[src/sv/tda_queue.sv]
`default_nettype none
// ----------------------------------------------------------------------------
// Track distance work queue
// Small FIFO between the front end and the back end. Only counted fixes are
// queued; a start fix waits until the queue and the back end have drained.
// ----------------------------------------------------------------------------
module tda_queue #(
    parameter int WIDTH = 8,
    parameter int DEPTH_LOG = 2
) (
    input  wire logic             aclk,
    input  wire logic             aresetn,
    input  wire logic             push,
    input  wire logic [WIDTH-1:0] push_data,
    output logic                  full,
    input  wire logic             pop,
    output logic [WIDTH-1:0]      pop_data,
    output logic                  not_empty
);

    localparam int DEPTH = 1 << DEPTH_LOG;

    logic [WIDTH-1:0]     mem [DEPTH];
    logic [DEPTH_LOG-1:0] wr_ptr_reg, rd_ptr_reg;
    logic [DEPTH_LOG:0]   count_reg;

    assign full      = (count_reg == (DEPTH_LOG+1)'(DEPTH));
    assign not_empty = (count_reg != '0);
    assign pop_data  = mem[rd_ptr_reg];

    // Storage.
    always_ff @(posedge aclk) begin
        if (push && !full) begin
            mem[wr_ptr_reg] <= push_data;
        end
    end

    // Pointers and fill count.
    always_ff @(posedge aclk) begin
        if (!aresetn) begin
            wr_ptr_reg <= '0;
            rd_ptr_reg <= '0;
            count_reg  <= '0;
        end else begin
            if (push && !full) begin
                wr_ptr_reg <= wr_ptr_reg + 1'b1;
            end
            if (pop && not_empty) begin
                rd_ptr_reg <= rd_ptr_reg + 1'b1;
            end
            case ({push && !full, pop && not_empty})
                2'b10:   count_reg <= count_reg + 1'b1;
                2'b01:   count_reg <= count_reg - 1'b1;
                default: count_reg <= count_reg;
            endcase
        end
    end

endmodule : tda_queue
`default_nettype wire

[config.mk]
export PLATFORM = sky130hd
export DESIGN_NAME = tda_queue
export DESIGN_NICKNAME = d
export VERILOG_FILES = /design/src/sv/tda_queue.sv
export SDC_FILE = /design/constraint.sdc
export NUM_CORES = 1
export LEC_CHECK = 0
export BUFFER_PORTS_ARGS = -buffer_cell sky130_fd_sc_hd__buf_2
export CAP_MARGIN = 0
export CELL_PAD_IN_SITES_DETAIL_PLACEMENT = 2
export CELL_PAD_IN_SITES_GLOBAL_PLACEMENT = 2
export CORE_MARGIN = 10
export CORE_UTILIZATION = 37
export DETAILED_ROUTE_END_ITERATION = 8
export PLACE_DENSITY_LB_ADDON = 0.1
export SYNTH_ARGS = -nofsm -noshare
export SYNTH_HDL_FRONTEND = slang
export SYNTH_SLANG_ARGS = --single-unit
[constraint.sdc]
create_clock -name aclk -period 1.9 [get_ports aclk]
set_input_delay 0.38 -clock aclk [delete_from_list [all_inputs] [get_ports aclk]]
set_output_delay 0.38 -clock aclk [all_outputs]
set_load 0.005 [all_outputs]
---- Word level (Yosys, flattened, before mapping) ----
Memory sizes are Yosys's and may differ from the RTL's. A register that Yosys moved wholly into a read port is not among the register bits.
Index checks and enable logic that the tools add are counted.
word-level totals
  bits in registers ....................... 7
  RAM bits ................................ 32
  input port bits ......................... 12
  logic and storage cells ................. 21
  memories ................................ 1
memory list
  memory  depth  bits a word  rd ports  clocked after Yosys merged registers in  write ports  RTL line  text
  mem     4      8            1         1                                        1            23        logic [WIDTH-1:0] mem [DEPTH];
operators by class
  add/subtract/negate cells ............... 4
  eq/ne operators ......................... 3
  muxes and demuxes ....................... 5
  reductions and logical operators ........ 5
operators by type and width
  cell                                                                   number
  3-bit case mux with 2 select lines                                     1
  2-bit by 1-bit adder with 2-bit output, second input constant          2
  2-bit 2-to-1 mux                                                       2
  3-bit by 1-bit adder with 3-bit output, second input constant          1
  3-bit equality test, second input constant                             1
  3-bit nonzero test                                                     1
  3-bit by 1-bit subtractor with 3-bit output, second input constant     1
  2-bit by 1-bit equality test with 1-bit output, second input constant  1
  2-bit equality test, second input constant                             1
  1-bit logical AND                                                      2
  1-bit 2-to-1 mux                                                       2
  2-bit nonzero test                                                     1
  1-bit logical NOT                                                      1

---- Logic depth before layout (Yosys ltp) ----
  depth in word-level cells ............... 5
  mapped depth ............................ 10
  depth with buffers taken out ............ 9

---- Worst setup path before layout ----
Ideal clock, no wire load.
  path type ............................... register -> register
  from .................................... reg count_reg[2]
  to ...................................... reg count_reg[2]
  library setup time ...................... 0.076 ns
  data arrival time ....................... 1.987 ns
  data required time ...................... 1.824 ns
  slack ................................... -0.163 ns
  stages on the path, launching flop included .. 11
  buffers on the path ..................... 1
  cell sequence ........................... dfxtp_1 nor3b_2 nor2b_1 buf_6 inv_1 ha_1 inv_1 fa_1 xor2_1 or3_1 a21boi_0
on the way
  word-level cells in the longest chain between the ends .. 5
ends and longest elaborated chain
  what                                                                                          RTL line  text
  start: declaration                                                                            25        logic [DEPTH_LOG:0] count_reg;
  start signal: assignment                                                                      52        2'b10: count_reg <= count_reg + 1'b1;
  start signal: assignment                                                                      53        2'b01: count_reg <= count_reg - 1'b1;
  start signal: assignment                                                                      54        default: count_reg <= count_reg;
  3-bit equality test (*)                                                                       27        assign full = (count_reg == (DEPTH_LOG+1)'(DEPTH));
  via full                                                                                      15        output logic full,
  1-bit logical NOT (*)                                                                         51        case ({push && !full, pop && not_empty})
  1-bit logical AND (*)                                                                         51
  2-bit by 1-bit equality test with 1-bit output / 2-bit equality test (equally long branches)  51
  3-bit case mux with 2 select lines / 2-bit nonzero test (equally long branches)               -
Mark *: on every way through the listed nets, which the timed path passes. The rest lies on a longest branch.
A chain may end at the register's enable or synchronous reset.

---- Worst setup path after layout ----
  from .................................... reg count_reg[0]
  to ...................................... reg count_reg[2]
on the way
  word-level cells in the longest chain between the ends .. 5
ends and longest elaborated chain
  what                                                                                          RTL line
  3-bit equality test                                                                           27
  1-bit logical NOT                                                                             51
  1-bit logical AND                                                                             51
  2-bit by 1-bit equality test with 1-bit output / 2-bit equality test (equally long branches)  51
  3-bit case mux with 2 select lines / 2-bit nonzero test (equally long branches)               -
Several ways; a longest one is shown, not always the timed one.

==> impl_metrics.ini <==
[placed_design]
dpl_cell_area_sq_um = 1856
gp_congestion = 0.7316
place_hpwl_um = 2683
dp_slack_ns = -0.03987
portBuffers = 21

[route]
ant_nets = 0
wirelength_um = 3728
viasPerCell = 4.901
route.vias.total = 887
post_drt_wl_per_cell_um = 20.60
drc = 0
drtIter0Drc = 43
dr.pass1.iters = 6

[timing]
tightest_slew_ns = 0.3976
rsz0062_at_grt = yes
finalClockSkew_ns = 0.003229
fin_ws_ns = -0.02577
period_needed_ns = 1.926
setup_viol = 1
fin_crit_sh_pct = 101.4
slew_viol_final = 0
maxSlewHeadroom_pct = 73.46
finalHoldViolations = 0
hold_ws_ns = 0.3101
fmax_mhz = 519.3

[power]
intPower_w = 0.001804
vdd_drop_max_mv = 0.4716
p_leak_nw = 0.7231
powerDensity_nw_per_um2 = 1257
pwr-share-seq_pct = 47.4
p_sw_w = 0.0007096
clock_power_share_pct = 21.5
switching_share_pct = 28.23
p_comb_share_pct = 31.0
power_w = 0.002514

[final_layout]
final_cell_mix = 32 x edfxtp_1, 21 x buf_2, 8 x mux4_2, 8 x buf_4, 6 x inv_1
final_area_sq_um = 2001
fin_nets = 146
largest_reg_flops = 32
layout-drive-gt1-share_pct = 46.51
area_growth_pct = 20.41
n_antenna_cell = 0
layout_commonest_cell = edfxtp_1

[job]
maxCapViolations = 0

[global_routing]
grt_pass1_wl_um = 5934
met3_usage_pct = 4.213
busiest_layer = met2
grt_start_max_net_pins = 12
grt.overflow.total = 0
grt_usage_pct = 10.62
grt_pass1_vias = 1020
grt_use_met2_pct = 18.45
grtUsageMet1_pct = 11.43
antenna_found_initial = 0

[setup_path]
rrSetupSlack_ns = -0.03
cp_slowest_cell = dfxtp_4
reg2regPathDepth = 9
critPathArrivalTime_ns = 2.14
cp_max_fo = 3
end_kind = register
cp-start-kind = register
cp_slowest_stage_delay_ns = 0.36
cp_cell_sequence = nor3b_4, nor2b_2, inv_1, ha_2, inv_1, fa_2, xor2_1, or3_1, a21boi_1
critical_path_class = register to register
timing.rr.end = count_reg[2]$_SDFFE_PN0P_
r2r-start = count_reg[0]$_SDFFE_PN0P_
cp_common_cell = inv_1
cp.required_ns = 2.12
critPathLaunch = count_reg[0]$_SDFFE_PN0P_

[logic_synthesis]
netlist_area_sq_um = 1662
synth-seq-cells = 41
netlist_top_cells_area = edfxtp_1 58%, dfxtp_1 11%, mux4_2 11%
yosysTopAreaCell = edfxtp_1
ys_types = 24
yosysSeqAreaShare_pct = 68.67
netlist_instances = 94
syn_nets = 112
yosys.area.top_type_share_pct = 57.83
yosys_warnings = 0
avgSynthCellArea_sq_um = 17.68

[floorplanning]
num_rows = 24
die_h_um = 87.02
core_area_sq_um = 4354
die-area_sq_um = 7572
dieWidth_um = 87.02
start_util_pct = 38.16
io_pins = 22

[clocking]
h-tree-depth = 2
cts_buffers = 5
clock-sinks = 41
clockBufferDepth = 2
cts_tree = built
clk_root_buffer_cell = clkbuf_8
worstSkewPairLatency_ns = 0.29
clkTransAtPathRegs_ns = 0.07
cts_hold_buf = 0

[status]
outcome = finished, violations left
violations = negative setup slack

[min_path]
min_path_cells = 1
hp-start = push_data[1]
hold_path.class = primary input to register
hold_end = mem[2][1]$_DFFE_PP_
[critical path: cells and delay by family, from the launching register on]
family / cells / cell delay, ns
AOI/OAI and AO/OA: 1 / 0.12
xor gates and xnor gates: 1 / 0.16
adders and majority gates: 2 / 0.50
buffers and inverters: 2 / 0.11
DFF: 1 / 0.36
and+or+nand+nor: 3 / 0.60
[cell type report]
| class | instances | area (sq um) |
|---|---|---|
| Fill cell | 413 | 2354 |
| Tap cell | 52 | 65.06 |
| Clock buffer | 8 | 80.08 |
| Sequential cell | 41 | 1154 |
| Timing Repair Buffer | 31 | 187.7 |
| Inverter | 6 | 22.52 |
| Multi-Input combinational cell | 43 | 491.7 |
[stage by stage]
step / setup TNS (ns) / cells / util (%)
CTS: 0 / 181 / 45.60
floorplan: -0.05380 / 94 / -
global placement: 0 / 167 / 42.61
detailed placement: -0.03987 / 167 / 42.61
finish: -0.02577 / 181 / 45.95
global route: -0.1380 / 181 / 45.95
[Yosys cell counts]
library cell and instances:
a21boi_0 1, and2_1 3, and2_2 4, buf_1 1, buf_2 1, buf_6 1, clkbuf_1 1, dfxtp_1 9
edfxtp_1 32, fa_1 1, ha_1 5, inv_1 6, mux2i_1 2, mux4_2 8, nand2_1 5, nor2b_1 3
nor3b_2 1, o21ai_0 2, o311ai_2 1, o31a_2 1, or3_1 1, or3_2 1, xnor2_1 3, xor2_1 1
[power by group through the flow]
stage | sequential [W] | combinational [W] | clock (W)
finish | 0.00119 | 0.000780 | 0.000542
global route | 0.00121 | 0.000871 | 0.000606
CTS | 0.00119 | 0.000766 | 0.000563
detailed placement | 0.00122 | 0.000704 | 0
global placement | 0.00120 | 0.000672 | 0
floorplan | 0.00118 | 0.000451 | 0
[routing by layer]
layer / wire length, um / vias up
met2: 1931 / 19
met5: 0 / -
met3: 203 / 5
met4: 48 / 0
met1: 1544 / 451
li1: - / 412
[cells by family after synthesis]
logic type               count (synthesis)  synth area share, %
AO/OA/AOI/OAI                            5                2.636
adder cells (fa/ha/maj)                  6                4.970
XOR/XNOR                                 4                2.109
flip-flops                              41                68.67
AND/OR/NAND/NOR                         18                6.778
buffers and inverters                   10                2.785
multiplexers                            10                12.05
[repair_timing]
action                                  CTS  global route
hold endpoints to repair                  0             0
gates resized for setup                   2             6
endpoints found under the setup margin    1             6
pin swaps                                 1             1
setup buffers                             6             0
[worst max-delay path by stage]
stage,endpoint,slack (ns),cells past startpoint
4_1_cts,count_reg[2]$_SDFFE_PN0P_,0.008,9
6_report,count_reg[2]$_SDFFE_PN0P_,-0.03,9
3_5_place_dp,count_reg[2]$_SDFFE_PN0P_,-0.04,9
3_3_place_gp,count_reg[2]$_SDFFE_PN0P_,0.05,9
2_1_floorplan,count_reg[2]$_SDFFE_PN0P_,-0.05,10
5_1_grt,count_reg[2]$_SDFFE_PN0P_,-0.14,9
No activity file was read; power rests on OpenSTA's default activity.
