File: config.mk
export PLATFORM = sky130hd
export DESIGN_NAME = tda_front
export DESIGN_NICKNAME = d
export VERILOG_FILES = /design/src/sv/tda_pkg.sv /design/src/sv/tda_front.sv
export SDC_FILE = /design/constraint.sdc
export NUM_CORES = 1
export LEC_CHECK = 0
export BUFFER_PORTS_ARGS = -buffer_cell sky130_fd_sc_hd__buf_2
export CAP_MARGIN = 20
export CORE_MARGIN = 2
export CORE_UTILIZATION = 60
export CTS_CLUSTER_DIAMETER = 40
export DETAILED_ROUTE_END_ITERATION = 6
export PLACE_DENSITY = 0.87
export SYNTH_ARGS = -nofsm -noshare
export SYNTH_HDL_FRONTEND = slang
export SYNTH_SLANG_ARGS = --single-unit
File: constraint.sdc
create_clock -name aclk -period 6.03 [get_ports aclk]
set_input_delay 0.9045 -clock aclk [delete_from_list [all_inputs] [get_ports aclk]]
set_output_delay 0.9045 -clock aclk [all_outputs]
set_load 0.05 [all_outputs]
File: src/sv/tda_pkg.sv
`default_nettype none
// ----------------------------------------------------------------------------
// Track distance accumulator package
// Shared types and constants for the front end, back end and top level.
// ----------------------------------------------------------------------------
package tda_pkg;

    // Fix tags.
    typedef enum logic [1:0] {
        MODE_START  = 2'd0,
        MODE_DATA   = 2'd1,
        MODE_STOP   = 2'd2,
        MODE_UNUSED = 2'd3
    } mode_t;

    localparam int SUM_BITS  = 48;
    localparam int DIST_BITS = 25;
    localparam int OUT_COORD = 24;
    localparam logic [SUM_BITS-1:0]  SUM_MAX  = {SUM_BITS{1'b1}};
    localparam logic [DIST_BITS-1:0] DIST_MAX = {DIST_BITS{1'b1}};

    // Back end sequencer states.
    typedef enum logic [2:0] {
        BE_IDLE,
        BE_ROOT1,
        BE_ROOT2,
        BE_DIV,
        BE_OUT
    } be_state_t;

endpackage : tda_pkg
`default_nettype wire

File: src/sv/tda_front.sv
`default_nettype none
// ----------------------------------------------------------------------------
// Track distance front end
// Accepts fixes, drops unused tags and fixes while idle, and queues the stop
// flag, coordinate differences and final coordinates of each counted fix.
// ----------------------------------------------------------------------------
module tda_front
    import tda_pkg::*;
#(
    parameter int COORD_BITS = 24
) (
    input  wire logic                  aclk,
    input  wire logic                  aresetn,
    input  wire logic                  s_valid,
    output logic                       s_ready,
    input  wire logic [1:0]            s_mode,
    input  wire logic [COORD_BITS-1:0] s_x,
    input  wire logic [COORD_BITS-1:0] s_y,
    output logic                       q_push,
    output logic [4*(COORD_BITS+1)+1+2*OUT_COORD-1:0] q_data,
    input  wire logic                  q_full
);

    localparam int DW = COORD_BITS + 1;

    logic                  tracking_reg;
    logic [COORD_BITS-1:0] start_x_reg, start_y_reg, prev_x_reg, prev_y_reg;
    logic                  accept;
    logic                  counted;
    logic                  is_start;
    logic                  is_stop;
    logic signed [DW-1:0]  dpx, dpy, dsx, dsy;
    logic [OUT_COORD-1:0]  fx, fy;

    assign s_ready  = !q_full;
    assign accept   = s_valid && s_ready;
    assign is_start = (s_mode == MODE_START);
    assign is_stop  = (s_mode == MODE_STOP);
    assign counted  = accept && tracking_reg &&
                      ((s_mode == MODE_DATA) || (s_mode == MODE_STOP));

    // Differences one bit wider than the coordinates never overflow.
    assign dpx = $signed({s_x[COORD_BITS-1], s_x}) -
                 $signed({prev_x_reg[COORD_BITS-1], prev_x_reg});
    assign dpy = $signed({s_y[COORD_BITS-1], s_y}) -
                 $signed({prev_y_reg[COORD_BITS-1], prev_y_reg});
    assign dsx = $signed({s_x[COORD_BITS-1], s_x}) -
                 $signed({start_x_reg[COORD_BITS-1], start_x_reg});
    assign dsy = $signed({s_y[COORD_BITS-1], s_y}) -
                 $signed({start_y_reg[COORD_BITS-1], start_y_reg});

    // Final coordinates as 24-bit output words.
    generate
        if (COORD_BITS >= OUT_COORD) begin : g_trunc
            assign fx = s_x[OUT_COORD-1:0];
            assign fy = s_y[OUT_COORD-1:0];
        end else begin : g_ext
            assign fx = {{(OUT_COORD-COORD_BITS){s_x[COORD_BITS-1]}}, s_x};
            assign fy = {{(OUT_COORD-COORD_BITS){s_y[COORD_BITS-1]}}, s_y};
        end
    endgenerate

    assign q_push = counted;
    assign q_data = {is_stop, dpx, dpy, dsx, dsy, fx, fy};

    // Track state.
    always_ff @(posedge aclk) begin
        if (!aresetn) begin
            tracking_reg <= 1'b0;
            start_x_reg  <= '0;
            start_y_reg  <= '0;
            prev_x_reg   <= '0;
            prev_y_reg   <= '0;
        end else if (accept && is_start) begin
            tracking_reg <= 1'b1;
            start_x_reg  <= s_x;
            start_y_reg  <= s_y;
            prev_x_reg   <= s_x;
            prev_y_reg   <= s_y;
        end else if (counted) begin
            prev_x_reg <= s_x;
            prev_y_reg <= s_y;
            if (is_stop) begin
                tracking_reg <= 1'b0;
            end
        end
    end

endmodule : tda_front
`default_nettype wire

# After elaboration in Yosys (flattened, before gate mapping)
# Cells that the tools add are included.
[word_totals] ff_bits=97 in_bits=54 output_inout_bits=151
[op_classes] n_addsub=4 eq_ne=2 n_mux=7 reduce_logical=10
[ops] cell="24-bit by 24-bit subtractor with 25-bit output" n=4
[ops] cell="24-bit two-way mux" n=4
[ops] cell="1-bit logical AND" n=4
[ops] cell="2-bit nonzero test" n=2
[ops] cell="1-bit two-way mux" n=3
[ops] cell="2-bit by 1-bit == test with 1-bit output (second input constant)" n=1
[ops] cell="2-bit == test (second input constant)" n=1
[ops] cell="2-bit zero test" n=1
[ops] cell="2-bit AND reduction" n=1
[ops] cell="1-bit zero test" n=1
[ops] cell="1-bit logical OR" n=1

# Depth between registers and ports, before layout
# Gate-level depths: netlist (run 1).
[depth] ltp_word=6 depth_mapped=10

# Least setup slack after synthesis (run 1)
# No wires, ideal clock.
[synth_path] path_kind="input to output" start="input port s_y[0]" end="output port q_data[116]" arrival_ns=3.642 required_ns=5.125 slack_ns=1.484 cell_stages=10 n_path_buf=0 cell_sequence="inv_1 > ha_1 > fa_1 > nand2b_1 > a21oi_1 > o21ai_0 > a31oi_1 > o31a_1 > nor4_1 > a311oi_1"
[synth_between] elab_chain_len=1
[synth_lines] item="from (decl)" line_no="tda_front.sv:18" source="input wire logic [COORD_BITS-1:0] s_y,"
[synth_lines] item="24-bit by 24-bit subtractor with 25-bit output" line_no="tda_front.sv:45" source="assign dpy = $signed({s_y[COORD_BITS-1], s_y}) -"
[synth_lines] item="to (decl)" line_no="tda_front.sv:20" source="output logic [4*(COORD_BITS+1)+1+2*OUT_COORD-1:0] q_data,"
# Every way passes these cells.

# Worst setup path in the final report (run 1)
[layout_path] start="input port s_x[0]" end="output port q_data[141]"
[layout_between] elab_chain_len=1
[layout_lines] item="from (decl)" line_no="tda_front.sv:17" source="input wire logic [COORD_BITS-1:0] s_x,"
[layout_lines] item="24-bit by 24-bit subtractor with 25-bit output" line_no="tda_front.sv:43" source="assign dpx = $signed({s_x[COORD_BITS-1], s_x}) -"
# Every way passes these cells.

==> results of run 1 <==
metal layers:
layer / track usage / part of all wire / up-vias / routed length [µm]
li1: - / - / 4431 / -
met1: 0.332 / 0.44 / 3957 / 9890
met2: 0.485 / 0.48 / 284 / 11000
met3: 0.0329 / 0.046 / 62 / 1030
met4: 0.123 / 0.033 / 0 / 745
met5: 0 / 0 / - / 0
Yosys cell counts, types with 2 or more instances:
master,n,share of area
or2_2,4,0.0028
a31o_2,3,0.0029
o21ai_0,46,0.025
a221oi_1,2,0.0019
a21o_1,28,0.023
buf_2,2,0.0011
a41oi_1,3,0.0029
o211ai_1,10,0.0083
a211o_1,2,0.0019
buf_4,49,0.041
and2_1,6,0.0041
o21ai_1,5,0.0028
nand4_1,12,0.0083
inv_1,128,0.053
o31ai_1,7,0.0058
a221o_1,3,0.0033
a21boi_0,98,0.081
nor4_1,3,0.0021
o21bai_1,5,0.0041
buf_1,4,0.0017
o22ai_1,3,0.0021
nor2_1,43,0.018
nand2_1,241,0.10
nand2b_1,11,0.0076
nand3_1,18,0.010
fa_1,4,0.0088
or4_1,2,0.0017
and3_1,4,0.0028
o21a_1,13,0.011
a211oi_1,3,0.0025
a31oi_1,8,0.0055
o31a_1,4,0.0039
nor3_1,15,0.0083
clkbuf_1,41,0.017
xor2_1,24,0.023
xnor2_1,55,0.053
nor2b_1,14,0.0097
a21oi_1,97,0.054
dfxtp_1,97,0.21
ha_1,98,0.14
nor3b_1,4,0.0033
or3_1,5,0.0035
cells by family after synthesis:
| group | synth area share |
|---|---|
| fa+ha+maj | 0.144 |
| compound gates | 0.265 |
| flops | 0.215 |
| xor+xnor | 0.0764 |
| simple gates | 0.185 |
| mux | 0.00124 |
| buf+inv | 0.113 |
area by class of cell:
type                    count  area (µm²)
multi-input cells         924        6090
fillers                  1224        4520
flip-flops and latches     97        1940
repair buffers            207        1040
inverters                 128         480
well taps                 184         230
clock buffers               9         225
clock inverters             6         108
tightest hold or removal path: stages (launching register included):
cell and delay [ns]:
dfxtp_1 0.31, nand2_1 0.05, a21boi_0 0.06
worst max-delay path by stage:
stage            from          end  slack [ns]  cells past startpoint
2_1_floorplan  s_y[0]  q_data[116]        1.48                     10
3_3_place_gp   s_x[0]  q_data[141]        1.63                     12
3_5_place_dp   s_x[0]  q_data[141]        1.60                     12
4_1_cts        s_x[0]  q_data[141]        1.59                     12
5_1_grt        s_y[0]   q_data[66]        1.39                     12
6_report       s_x[0]  q_data[141]        1.55                     12
through the flow:
step	utilization	hold WS [ns]	instance area [µm²]
2_1_floorplan	-	0.441	9050
3_3_place_gp	0.668	0.450	9790
3_5_place_dp	0.668	0.457	9790
4_1_cts	0.691	0.466	10100
5_1_grt	0.691	0.483	10100
6_report	0.691	0.462	10100
report_power, final:
group | internal, µW | switching, µW
registers | 655 | 7.57
clock network | 401 | 245
logic | 297 | 788
placed cells by master (no fill, tap or decap), types with 10 or more instances in the layout:
master	count
a21oi_1	97
nand2_1	241
o211ai_1	10
a21boi_0	98
inv_1	128
xnor2_1	55
ha_1	98
nor2_1	42
nand4_1	12
o21a_1	13
a21o_1	28
o21ai_0	46
nor2b_1	14
nor3_1	15
buf_2	204
xor2_1	24
nand3_1	18
dfxtp_1	97
nand2b_1	10
==> flow_summary.ini, run 1 <==
[run_status]
status = completed

[logic_synthesis]
synth-edff-count = 0
top_ff_cell_synth = dfxtp_1
synthCells = 1245
synth_cell_types = 63
ys_async_sr_fraction = 0
synth.cell_area_mm2 = 0.00905
mappedNetlistNets = 1401
part_of_the_yosys_area_used_for_sequential_elements = 0.215
ys_warn_count = 0
synth.ff_latch_count = 97
synth.avg_cell_area_um2 = 7.27

[critical_path]
criticalPathCategory = in -> out
crit_path_start_kind = primary input
crit_path_cell_trace = buf_2 > inv_1 > ha_1 > fa_1 > and2b_1 > o211ai_1 > a21o_1 > o311ai_4 > a211oi_2 > or2_1 > a311o_1 > buf_2
critical_path.most_common_cell = buf_2
cpPeakStageDelay_ns = 0.40
r2r_setup_slack_ns = 4.07
critPathMaxFanout = 4
crit-reg2reg-launch = tracking_reg$_SDFFE_PN0P_
r2r.worst_path.cells = 4
critical_path.top_delay_family = compound AO/OA/AOI/OAI gates
required_ns = 5.13
reg2reg_to = prev_y_reg[14]$_SDFFE_PN0P_
crit_path_end_kind = output pin
path_buf_inv = 3
crit_slowest_cell = fa_1
worst-endpoint-arrival_ns = 3.58

[placement]
post-place-ws_ns = 1.60
port-buffer-count = 204
dpl.hpwl_um = 16900
numPlacedInstances = 1540
place.gp.congestion = 0.922

[drt]
via_count = 8734
initialDrtViolationCount = 544
drt-total-wl_um = 22600
detail_route.drc_violations = 0
final_antenna_net_count = 0
route.detailed.wl_per_inst_um = 14.6
drt-pass1-iter-count = 5
detail_route.vias_per_cell = 5.62

[min_path]
worst_hold_path.endpoint = prev_y_reg[5]$_SDFFE_PN0P_
min_delay_path_depth = 2
worst_hold_path_type = reg -> reg
worst_hold_startpoint = prev_y_reg[5]$_SDFFE_PN0P_

[sta]
grt_setup_unrepaired = false
timing.clock.skew_ns = 0.00457
layout_min_cycle_time_ns = 4.48
slew_viol_final = 0
timing.max_slew.rel_slack = 0.258
timing.final.setup_violations = 0
tightest_slew_ns = 1.11
highest_clock_frequency_the_design_can_meet_mhz = 223
fin_tns_setup_ns = 0
hold_viol = 0
min_period_over_period = 0.743
postLayoutSetupSlackWorst_ns = 1.55

[cts]
cts_max_path_buffers = 2
postCtsSetupBuffers = 0
number_of_buffers_inserted_during_clock_tree_synthesis = 9
cts_root_buffer = clkbuf_16
cts.clk_slew.worst_paths_ns = 0.06
cts.htree.levels = 3
clock-sinks = 97
gates_resized_cts_repair = 0
clock_latency_ns = 0.35
tritoncts = built
cts_hold_repair.buffers = 0

[cells_and_area]
diodes = 0
post_route_cells_drive_above_1_share = 0.177
design.final.nets = 1523
area_delta_synth_final_pct = 11.8
final_cell_count_no_fill = 1555

[power]
report.power.total_uw = 2390
powerDensity_mw_per_mm2 = 237
max-vdd-ir-drop_mv = 0.157
p_leak_uw = 0.00412

[global_route]
number_of_global_route_vias_before_repair = 8188
wire_length_of_the_first_global_routing_pass_um = 36900
grt.total_usage = 0.274
grt_overflow_total = 0
grt_max_degree = 98
antenna_found_initial = 0

[floorplanning]
rows = 44
coreArea_mm2 = 0.0146
die_h_um = 127
initial_utilization = 0.618
fp.dieArea_mm2 = 0.0161
floorplan.die.width_um = 127
ios = 205

[run]
cap_viol_max_count = 0
Power figures use the tool's default switching activity.
==> run 2, diff against run 1 <==
--- a/config.mk
+++ b/config.mk
@@ -8,10 +8,10 @@
 export BUFFER_PORTS_ARGS = -buffer_cell sky130_fd_sc_hd__buf_2
 export CAP_MARGIN = 20
 export CORE_MARGIN = 2
-export CORE_UTILIZATION = 60
+export CORE_UTILIZATION = 56
 export CTS_CLUSTER_DIAMETER = 40
 export DETAILED_ROUTE_END_ITERATION = 6
-export PLACE_DENSITY = 0.87
+export PLACE_DENSITY = 0.82
 export SYNTH_ARGS = -nofsm -noshare
 export SYNTH_HDL_FRONTEND = slang
 export SYNTH_SLANG_ARGS = --single-unit
==> constraint.sdc (replaced) <==
create_clock -name aclk -period 4.6 [get_ports aclk]
set_input_delay 0.69 -clock aclk [delete_from_list [all_inputs] [get_ports aclk]]
set_output_delay 0.69 -clock aclk [all_outputs]
set_load 0.05 [all_outputs]
==> run 2 against run 1 <==
Effect of this change:
- routed wire length is 0.52% higher
- sequential share of layout area fell by 0.057 points
- design area is 0.30% higher
- sequential power grew 31%
- total power rose by 28%
- count of clock-buffer cells in the layout increased by 2
- worst setup slack got worse by 1.0 ns
- flip-flop and latch count stayed put
- register-to-register slack worse by 1.3 ns
- via count up 0.17%
- first-iteration DRC count rose by 8.5%
- critical path type unchanged
==> flow_summary.ini, run 2 (synthesized netlist as in run 1, its figures left out) <==
[run_status]
status = completed

[placement]
post-place-ws_ns = 0.576
port-buffer-count = 204
dpl.hpwl_um = 17100
post_dp_cell_area_mm2 = 0.00985
place.gp.congestion = 0.925

[power]
pwr-share-comb = 0.463
p_int_uw = 1700
powerDensity_mw_per_mm2 = 302
switching_share = 0.447
max-vdd-ir-drop_mv = 0.203
power.clock.fraction = 0.253
p_leak_uw = 0.00411
p_seq_frac = 0.283
power.net_switching_uw = 1370

[global_route]
gr-max-usage-layer = met2
grt_util_met2 = 0.446
grt.total_usage = 0.254
grt_overflow_total = 0
number_of_global_route_vias_before_repair = 7950
wire_length_of_the_first_global_routing_pass_um = 36900
grt_max_degree = 52
antenna_found_initial = 0
gr-usage-met1 = 0.313
met3_usage_in_global_routing = 0.0440

[min_path]
worst_hold_path.endpoint = prev_y_reg[11]$_SDFFE_PN0P_
min_delay_path_depth = 2
worst_hold_startpoint = prev_y_reg[11]$_SDFFE_PN0P_
worst_hold_path_type = reg -> reg

[drt]
detail_route.drc_violations = 0
route.detailed.wl_per_inst_um = 14.3
initialDrtViolationCount = 590
final_antenna_net_count = 0
via_count = 8749
drt-total-wl_um = 22800
drt-pass1-iter-count = 5
detail_route.vias_per_cell = 5.51

[critical_path]
crit_path_start_kind = primary input
critPathMaxFanout = 4
r2r_setup_slack_ns = 2.74
reg2reg_to = prev_x_reg[16]$_SDFFE_PN0P_
crit_path_end_kind = output pin
crit-reg2reg-launch = tracking_reg$_SDFFE_PN0P_
worst-endpoint-arrival_ns = 3.37
r2r.worst_path.cells = 5
required_ns = 3.91
criticalPathCategory = in -> out

[cts]
tritoncts = built
cts.htree.levels = 3
postCtsSetupBuffers = 0
clock-sinks = 97
number_of_buffers_inserted_during_clock_tree_synthesis = 9
clock_latency_ns = 0.35
cts_root_buffer = clkbuf_16
cts.clk_slew.worst_paths_ns = 0.06
cts_hold_repair.buffers = 0
gates_resized_cts_repair = 0
cts_max_path_buffers = 2

[sta]
postLayoutSetupSlackWorst_ns = 0.540
timing.max_slew.rel_slack = 0.540
highest_clock_frequency_the_design_can_meet_mhz = 246
timing.final.setup_violations = 0
grt_setup_unrepaired = false
timing.clock.skew_ns = 0.00818
min_period_over_period = 0.883
slew_viol_final = 0
layout_min_cycle_time_ns = 4.06
hold_viol = 0
fin_tns_setup_ns = 0
tightest_slew_ns = 0.689

[cells_and_area]
final_cell_area_mm2 = 0.0102
final_cell_mix = 240 x nand2_1, 204 x buf_2, 128 x inv_1
design.final.nets = 1525
area_delta_synth_final_pct = 12.2
post_route_cells_drive_above_1_share = 0.178
final_common_cell = nand2_1
diodes = 0
num-fill-cells = 1432

[floorplanning]
initial_utilization = 0.572
die_h_um = 131
rows = 46
floorplan.die.width_um = 131
coreArea_mm2 = 0.0158
fp.dieArea_mm2 = 0.0172
ios = 205

[run]
cap_viol_max_count = 0
## run 2: final cells by class
class | count | area [µm²] | area share
Sequential cell | 97 | 1940 | 0.191
Inverter | 128 | 480 | 0.0473
Tap cell | 216 | 270 | 0.0266
Clock inverter | 4 | 52.6 | 0.00518
Multi-Input combinational cell | 924 | 6100 | 0.600
Clock buffer | 11 | 253 | 0.0249
Timing Repair Buffer | 209 | 1060 | 0.104
## run 2: critical path, cell delays in order
cell	delay [ns]
buf_2	0.11
inv_1	0.06
ha_1	0.23
fa_1	0.42
nor2b_1	0.19
o31a_1	0.25
o31ai_4	0.11
o21ai_1	0.42
o22ai_1	0.23
a21oi_1	0.20
xor2_1	0.18
buf_2	0.29
## run 2: worst max-delay path by stage
stage | endpoint | startpoint | slack (ns)
floorplan | q_data[116] | s_y[0] | 0.48
global placement | q_data[141] | s_x[0] | 0.60
finish | q_data[66] | s_y[0] | 0.54
detailed placement | q_data[66] | s_y[0] | 0.58
global route | q_data[66] | s_y[0] | 0.40
CTS | q_data[141] | s_x[0] | 0.57
## run 2: power groups by stage
stage,clock (µW),sequential [µW],combinational [µW]
after detailed placement,0,888,1410
after global routing,824,871,1510
after CTS,792,869,1420
after global placement,0,887,1400
after floorplan,0,886,1130
final,776,869,1420
## run 2: through the flow
step,hold slack [ns],cells,utilization,total power (µW)
final,0.463,1589,0.641,3070
after global routing,0.483,1589,0.641,3200
after CTS,0.464,1589,0.641,3080
after detailed placement,0.456,1574,0.622,2300
after global placement,0.449,1574,0.622,2290
after floorplan,0.441,1245,-,2010
## run 2: per-layer routing
| layer | vias up | part of all wire | routed length [µm] |
|---|---|---|---|
| li1 | 4429 | - | - |
| met4 | 0 | 0.025 | 563 |
| met3 | 42 | 0.051 | 1170 |
| met5 | - | 0 | 0 |
| met2 | 251 | 0.48 | 10900 |
| met1 | 4027 | 0.44 | 10100 |
